<file path="src/sv/ncp_pkg.sv">
// ----------------------------------------------------------------------------
// ncp_pkg
// Types, constants and helpers for the congestion pacer.
// ----------------------------------------------------------------------------
package ncp_pkg;

    localparam logic [15:0] DEFAULT_MTU   = 16'd1280;
    localparam int          INIT_WIN_MTUS = 10;
    localparam int          BURST_MTUS    = 64;
    localparam logic [31:0] MIN_PACE_RTT  = 32'd1000;
    localparam logic [31:0] ALL32         = 32'hFFFF_FFFF;
    localparam int          DIV_STEPS     = 64;
    localparam int          DIV_CNT_W     = $clog2(DIV_STEPS);

    typedef enum logic [2:0] {
        REQ_RESTART = 3'd0,
        REQ_SENT    = 3'd1,
        REQ_ACK     = 3'd2,
        REQ_LOSS    = 3'd3,
        REQ_DISCARD = 3'd4,
        REQ_CANSEND = 3'd5,
        REQ_PACE    = 3'd6
    } t_req;

    typedef struct packed {
        logic        start;
        logic [31:0] divisor;
        logic [63:0] dividend;
    } t_div_req;

    typedef struct packed {
        logic        done;
        logic [63:0] quotient;
        logic [31:0] remainder;
    } t_div_rsp;

    function automatic logic [31:0] sat_add32(input logic [31:0] a, input logic [31:0] b);
        logic [32:0] s;
        s = {1'b0, a} + {1'b0, b};
        return s[32] ? ALL32 : s[31:0];
    endfunction

    function automatic logic [31:0] floor_sub32(input logic [31:0] a, input logic [31:0] b);
        return (a >= b) ? (a - b) : 32'd0;
    endfunction

endpackage

</file>
<file path="src/sv/ncp_divider.sv">
// ----------------------------------------------------------------------------
// ncp_divider
// Restoring divider, 64-bit dividend by 32-bit divisor, one bit per cycle.
// ----------------------------------------------------------------------------
module ncp_divider (
    input  logic              i_clk,
    input  logic              i_rst_n,
    input  ncp_pkg::t_div_req i_req,
    output ncp_pkg::t_div_rsp o_rsp
);

    logic                         r_busy, n_busy;
    logic                         r_done, n_done;
    logic [ncp_pkg::DIV_CNT_W-1:0] r_cnt, n_cnt;
    logic [63:0]                  r_dvd, n_dvd;
    logic [31:0]                  r_rem, n_rem;
    logic [31:0]                  r_dsr, n_dsr;
    logic [32:0]                  w_sh;
    logic                         w_ge;

    assign w_sh = {r_rem, r_dvd[63]};
    assign w_ge = w_sh >= {1'b0, r_dsr};

    always_comb begin
        n_busy = r_busy;
        n_done = 1'b0;
        n_cnt  = r_cnt;
        n_dvd  = r_dvd;
        n_rem  = r_rem;
        n_dsr  = r_dsr;
        if (i_req.start) begin
            n_busy = 1'b1;
            n_cnt  = ncp_pkg::DIV_CNT_W'(ncp_pkg::DIV_STEPS - 1);
            n_dvd  = i_req.dividend;
            n_rem  = 32'd0;
            n_dsr  = i_req.divisor;
        end else if (r_busy) begin
            n_rem = w_ge ? 32'(w_sh - {1'b0, r_dsr}) : w_sh[31:0];
            n_dvd = {r_dvd[62:0], w_ge};
            n_cnt = r_cnt - 1'b1;
            if (r_cnt == '0) begin
                n_busy = 1'b0;
                n_done = 1'b1;
            end
        end
    end

    always_ff @(posedge i_clk) begin
        if (!i_rst_n) begin
            r_busy <= 1'b0;
            r_done <= 1'b0;
            r_cnt  <= '0;
        end else begin
            r_busy <= n_busy;
            r_done <= n_done;
            r_cnt  <= n_cnt;
        end
        r_dvd <= n_dvd;
        r_rem <= n_rem;
        r_dsr <= n_dsr;
    end

    assign o_rsp.done      = r_done;
    assign o_rsp.quotient  = r_dvd;
    assign o_rsp.remainder = r_rem;

endmodule

</file>
<file path="config.mk">
export PLATFORM = sky130hd
export DESIGN_NAME = ncp_divider
export DESIGN_NICKNAME = d
export VERILOG_FILES = /design/src/sv/ncp_pkg.sv /design/src/sv/ncp_divider.sv
export SDC_FILE = /design/constraint.sdc
export NUM_CORES = 1
export LEC_CHECK = 0
export ABC_AREA = 1
export BUFFER_PORTS_ARGS = -buffer_cell sky130_fd_sc_hd__buf_2
export CAP_MARGIN = 10
export CORE_ASPECT_RATIO = 1.75
export CORE_UTILIZATION = 30
export CTS_BUF_LIST = sky130_fd_sc_hd__clkbuf_4 sky130_fd_sc_hd__clkbuf_8
export CTS_CLUSTER_SIZE = 24
export DETAILED_ROUTE_END_ITERATION = 7
export PLACE_DENSITY = 0.55
export SETUP_SLACK_MARGIN = 0.4
export SLEW_MARGIN = 20
export SYNTH_ARGS = -nofsm -noshare
export SYNTH_HDL_FRONTEND = slang
export SYNTH_SLANG_ARGS = --single-unit
export TNS_END_PERCENT = 50
</file>
<file path="constraint.sdc">
create_clock -name i_clk -period 3.9 [get_ports i_clk]
set_input_delay 0.195 -clock i_clk [delete_from_list [all_inputs] [get_ports i_clk]]
set_output_delay 0.195 -clock i_clk [all_outputs]
set_load 0.03 [all_outputs]
</file>
==> summary.md <==
| Metric | Value |
|---|---|
| Status | completed |
| Multi-input logic area | 0.00366 sq mm |
| Gp weighted congestion | 0.927 |
| Skew final | 0.0120 ns |
| Post-DP HPWL | 19.6 mm |
| Final setup vio count | 0 |
| RSZ-0062 raised after global routing | no |
| Synth area leader | edfxtp_1 |
| Max stage delay cell, worst path | nand2_4 |
| Avg Vias per Cell | 4.50 |
| Worst Hold End | r_dvd[0] |
| Ys flop type | edfxtp_1 |
| Mapped Area | 0.00820 sq mm |
| Top-count cell post-synth | nand2_1 |
| Worst Path Arrival | 2.92 ns |
| Worst Hold Depth | 3 |
| Tmin final | 2.56 ns |
| Worst Reg-to-Reg Cells | 13 |
| Post-CTS Setup Inserts | 0 |
| Cells after synthesis | 1131 |
| Antenna-violating nets left | 0 |
| Cell Pwr Density | 338 mW/mm^2 |
| DR WL/cell | 14.9 um |
| CTS Hold Bufs | 96 |
| Core area | 0.0267 sq mm |
| Number of enable flip-flop cells after synthesis | 96 |
| Area Growth Syn to Fin | 32.5% |
| Startpoint Class | flip-flop |
| Max-cap check violation count | 0 |
| Top post-synthesis cells by area | edfxtp_1 (35%), nand2_1 (23%), dfxtp_1 (9.8%), inv_1 (8.4%), ha_1 (5.2%) |
| Setup TNS | 0 ns |
| Worst-Skew Late Latency | 0.49 ns |
| Reg-to-reg startpoint | r_dsr[8] |
| Row cnt | 79 |
| Gr ovfl total | 0 |
| Netlist cell types | 38 |
| P_leak | 5.80 nW |
| Number of global-route vias before repair | 8188 |
| Least-Margin Pin Slew | 0.908 ns |
| Pin count of the biggest net entering global routing | 55 |
| PnR worst setup slack | 1.34 ns |
| CTS H-tree lvls | 4 |
| Detailed Routing Iterations Pass 1 | 5 |
| Clock root buffer master | clkbuf_8 |
| Fillers | 2838 |
| Worst path buffer plus inverter count | 1 |
| Nets@finish | 1552 |
| Share of cells above drive strength 1 | 0.176 |
| CTS buffer count | 17 |
| Die Y | 221 um |
| Top Family by Delay on Critical Path | simple AND/OR/NAND/NOR gates |
| Post-synth top area share | 0.352 |
| CTS tree | built |
| Die outline width | 127 um |
| Global-route wire length before repair | 41.6 mm |
| Post-CTS Resized | 0 |
| CP peak stage delay | 0.41 ns |
| Post-route cell area | 0.0109 sq mm |
| Final wirelength | 26.1 mm |
| Number of clock sinks | 136 |
| Critical path required time | 4.26 ns |
| Seq/Total Area, Yosys | 0.449 |
| F_max | 0.390 GHz |
| Synth top cells by count | nand2_1 (505), inv_1 (183), edfxtp_1 (96) |
| Full die area | 0.0280 sq mm |
| Critical R2R Capture | r_rem[12] |
| Pins over their slew limit | 0 |
| Synth async-reset ratio | 0 |
| CP Cell Sequence | inv_1, ha_1, nand2_1, nor2_2, nand3_1, nand3_2, nand2_1, nand2_1, nand2_2, nand2_4, nand2_1, nand3_1, o21ai_1 |
| Max Root-Sink Buffers | 2 |
| HP Start | i_req[0] |
| Vias after detailed routing | 7894 |
| Final Total Pwr | 0.00367 W |
| Worst-path clk slew | 0.08 ns |
| Seq cells post-synth | 136 |
| Initial Utilization | 0.307 |
| DR iter-0 viols | 273 |
| Worst-path fanout max | 32 |
| Input/output buffers | 195 |
| Final Cycle Share | 0.658 |
| Min-delay worst type | in -> reg |
| Critical path endpoint category | flip-flop |
| Ant. Diodes | 0 |
| Worst IR drop on VDD | 0.000316 V |
| Critical path type | reg -> reg |
| FF/Latch Area | 0.00368 sq mm |
| Syn nets | 1265 |
| CP most frequent cell | nand2_1 |
| Final Hold Viols | 0 |
| Yosys warning total | 0 |
| Cell Area, Placed | 0.00949 sq mm |
| # DRC | 0 |
| FF-to-FF setup slack | 1.34 ns |
| IO Pins | 196 |
| Max-slew headroom | 0.393 |
| Syn Area/Cell | 7.25 sq um |
| Initial antenna violation count | 0 |
| Tot GR Track Use | 0.196 |
| Worst slack at placement | 1.32 ns |
cell type report:
class,instances,share of cell area
Clock inverter,12,0.0138
Inverter,186,0.0643
Sequential cell,136,0.339
Timing Repair Buffer,299,0.184
Tap cell,324,0.0373
Clock buffer,20,0.0248
Multi-Input combinational cell,778,0.337
kinds of logic (layout without fill, tap and decap cells):
kind of cell | Yosys count | in the layout | synth area share
AND/OR/NAND/NOR | 678 | 678 | 0.341
XOR/XNOR | 15 | 15 | 0.0160
AO/OA/AOI/OAI | 50 | 50 | 0.0337
buffers and inverters | 217 | 517 | 0.105
adder cells (fa/ha/maj) | 35 | 35 | 0.0543
flip-flops | 136 | 136 | 0.449
power by group:
| part | internal (W) | total [W] | switching [W] |
|---|---|---|---|
| Sequential | 0.00168 | 0.00173 | 0.0000555 |
| Combinational | 0.000242 | 0.000674 | 0.000432 |
| Clock | 0.000671 | 0.00127 | 0.000595 |
| Total | 0.00259 | 0.00367 | 0.00108 |
sequential cells by signal, indices dropped and copies added, names as in the netlist:
signal / cells
r_dsr: 32
r_cnt: 6
r_rem: 32
r_done: 1
r_dvd: 64
r_busy: 1
cell usage in the layout (no fill, tap or decap), drive strengths merged, types with 15 or more instances in the layout:
master,count
a21oi,24
buf,203
clkbuf,20
dfxtp,40
dlygate4sd3,96
edfxtp,96
ha,34
inv,185
nand2,511
nand3,83
nand3b,15
nor2,49
o21ai,17
through the flow:
stage | hold WS (ns) | cells | util
2_1_floorplan | 0.294 | 1131 | -
3_3_place_gp | 0.373 | 1627 | 0.355
3_5_place_dp | 0.373 | 1627 | 0.355
4_1_cts | 0.0332 | 1755 | 0.407
5_1_grt | 0.110 | 1755 | 0.407
6_report | 0.0868 | 1755 | 0.407
worst reg2reg max path, cell delays in order, from the launching register on:
cell	delay (ns)
edfxtp_1	0.32
inv_1	0.04
ha_1	0.35
nand2_1	0.13
nor2_2	0.19
nand3_1	0.11
nand3_2	0.14
nand2_1	0.09
nand2_1	0.11
nand2_2	0.25
nand2_4	0.41
nand2_1	0.14
nand3_1	0.08
o21ai_1	0.07
routing by layer:
| metal | GRT usage | up-vias | wire, um | part of all wire |
|---|---|---|---|---|
| met4 | 0.0833 | 0 | 920 | 0.035 |
| li1 | - | 4092 | - | - |
| met3 | 0.0498 | 46 | 1330 | 0.051 |
| met1 | 0.184 | 3536 | 9370 | 0.36 |
| met5 | 0 | - | 0 | 0 |
| met2 | 0.393 | 220 | 14500 | 0.56 |
worst max path at each step:
stage | from | endpoint | cells after the start
floorplan | i_req[96] | r_dvd[0] | 4
global placement | r_dsr[8] | r_rem[25] | 13
detailed placement | r_dsr[8] | r_rem[28] | 17
CTS | r_dsr[8] | r_rem[28] | 17
global route | r_dsr[21] | r_rem[0] | 11
finish | r_dsr[8] | r_rem[12] | 13
Note: power is estimated with default switching activity, not from simulation.
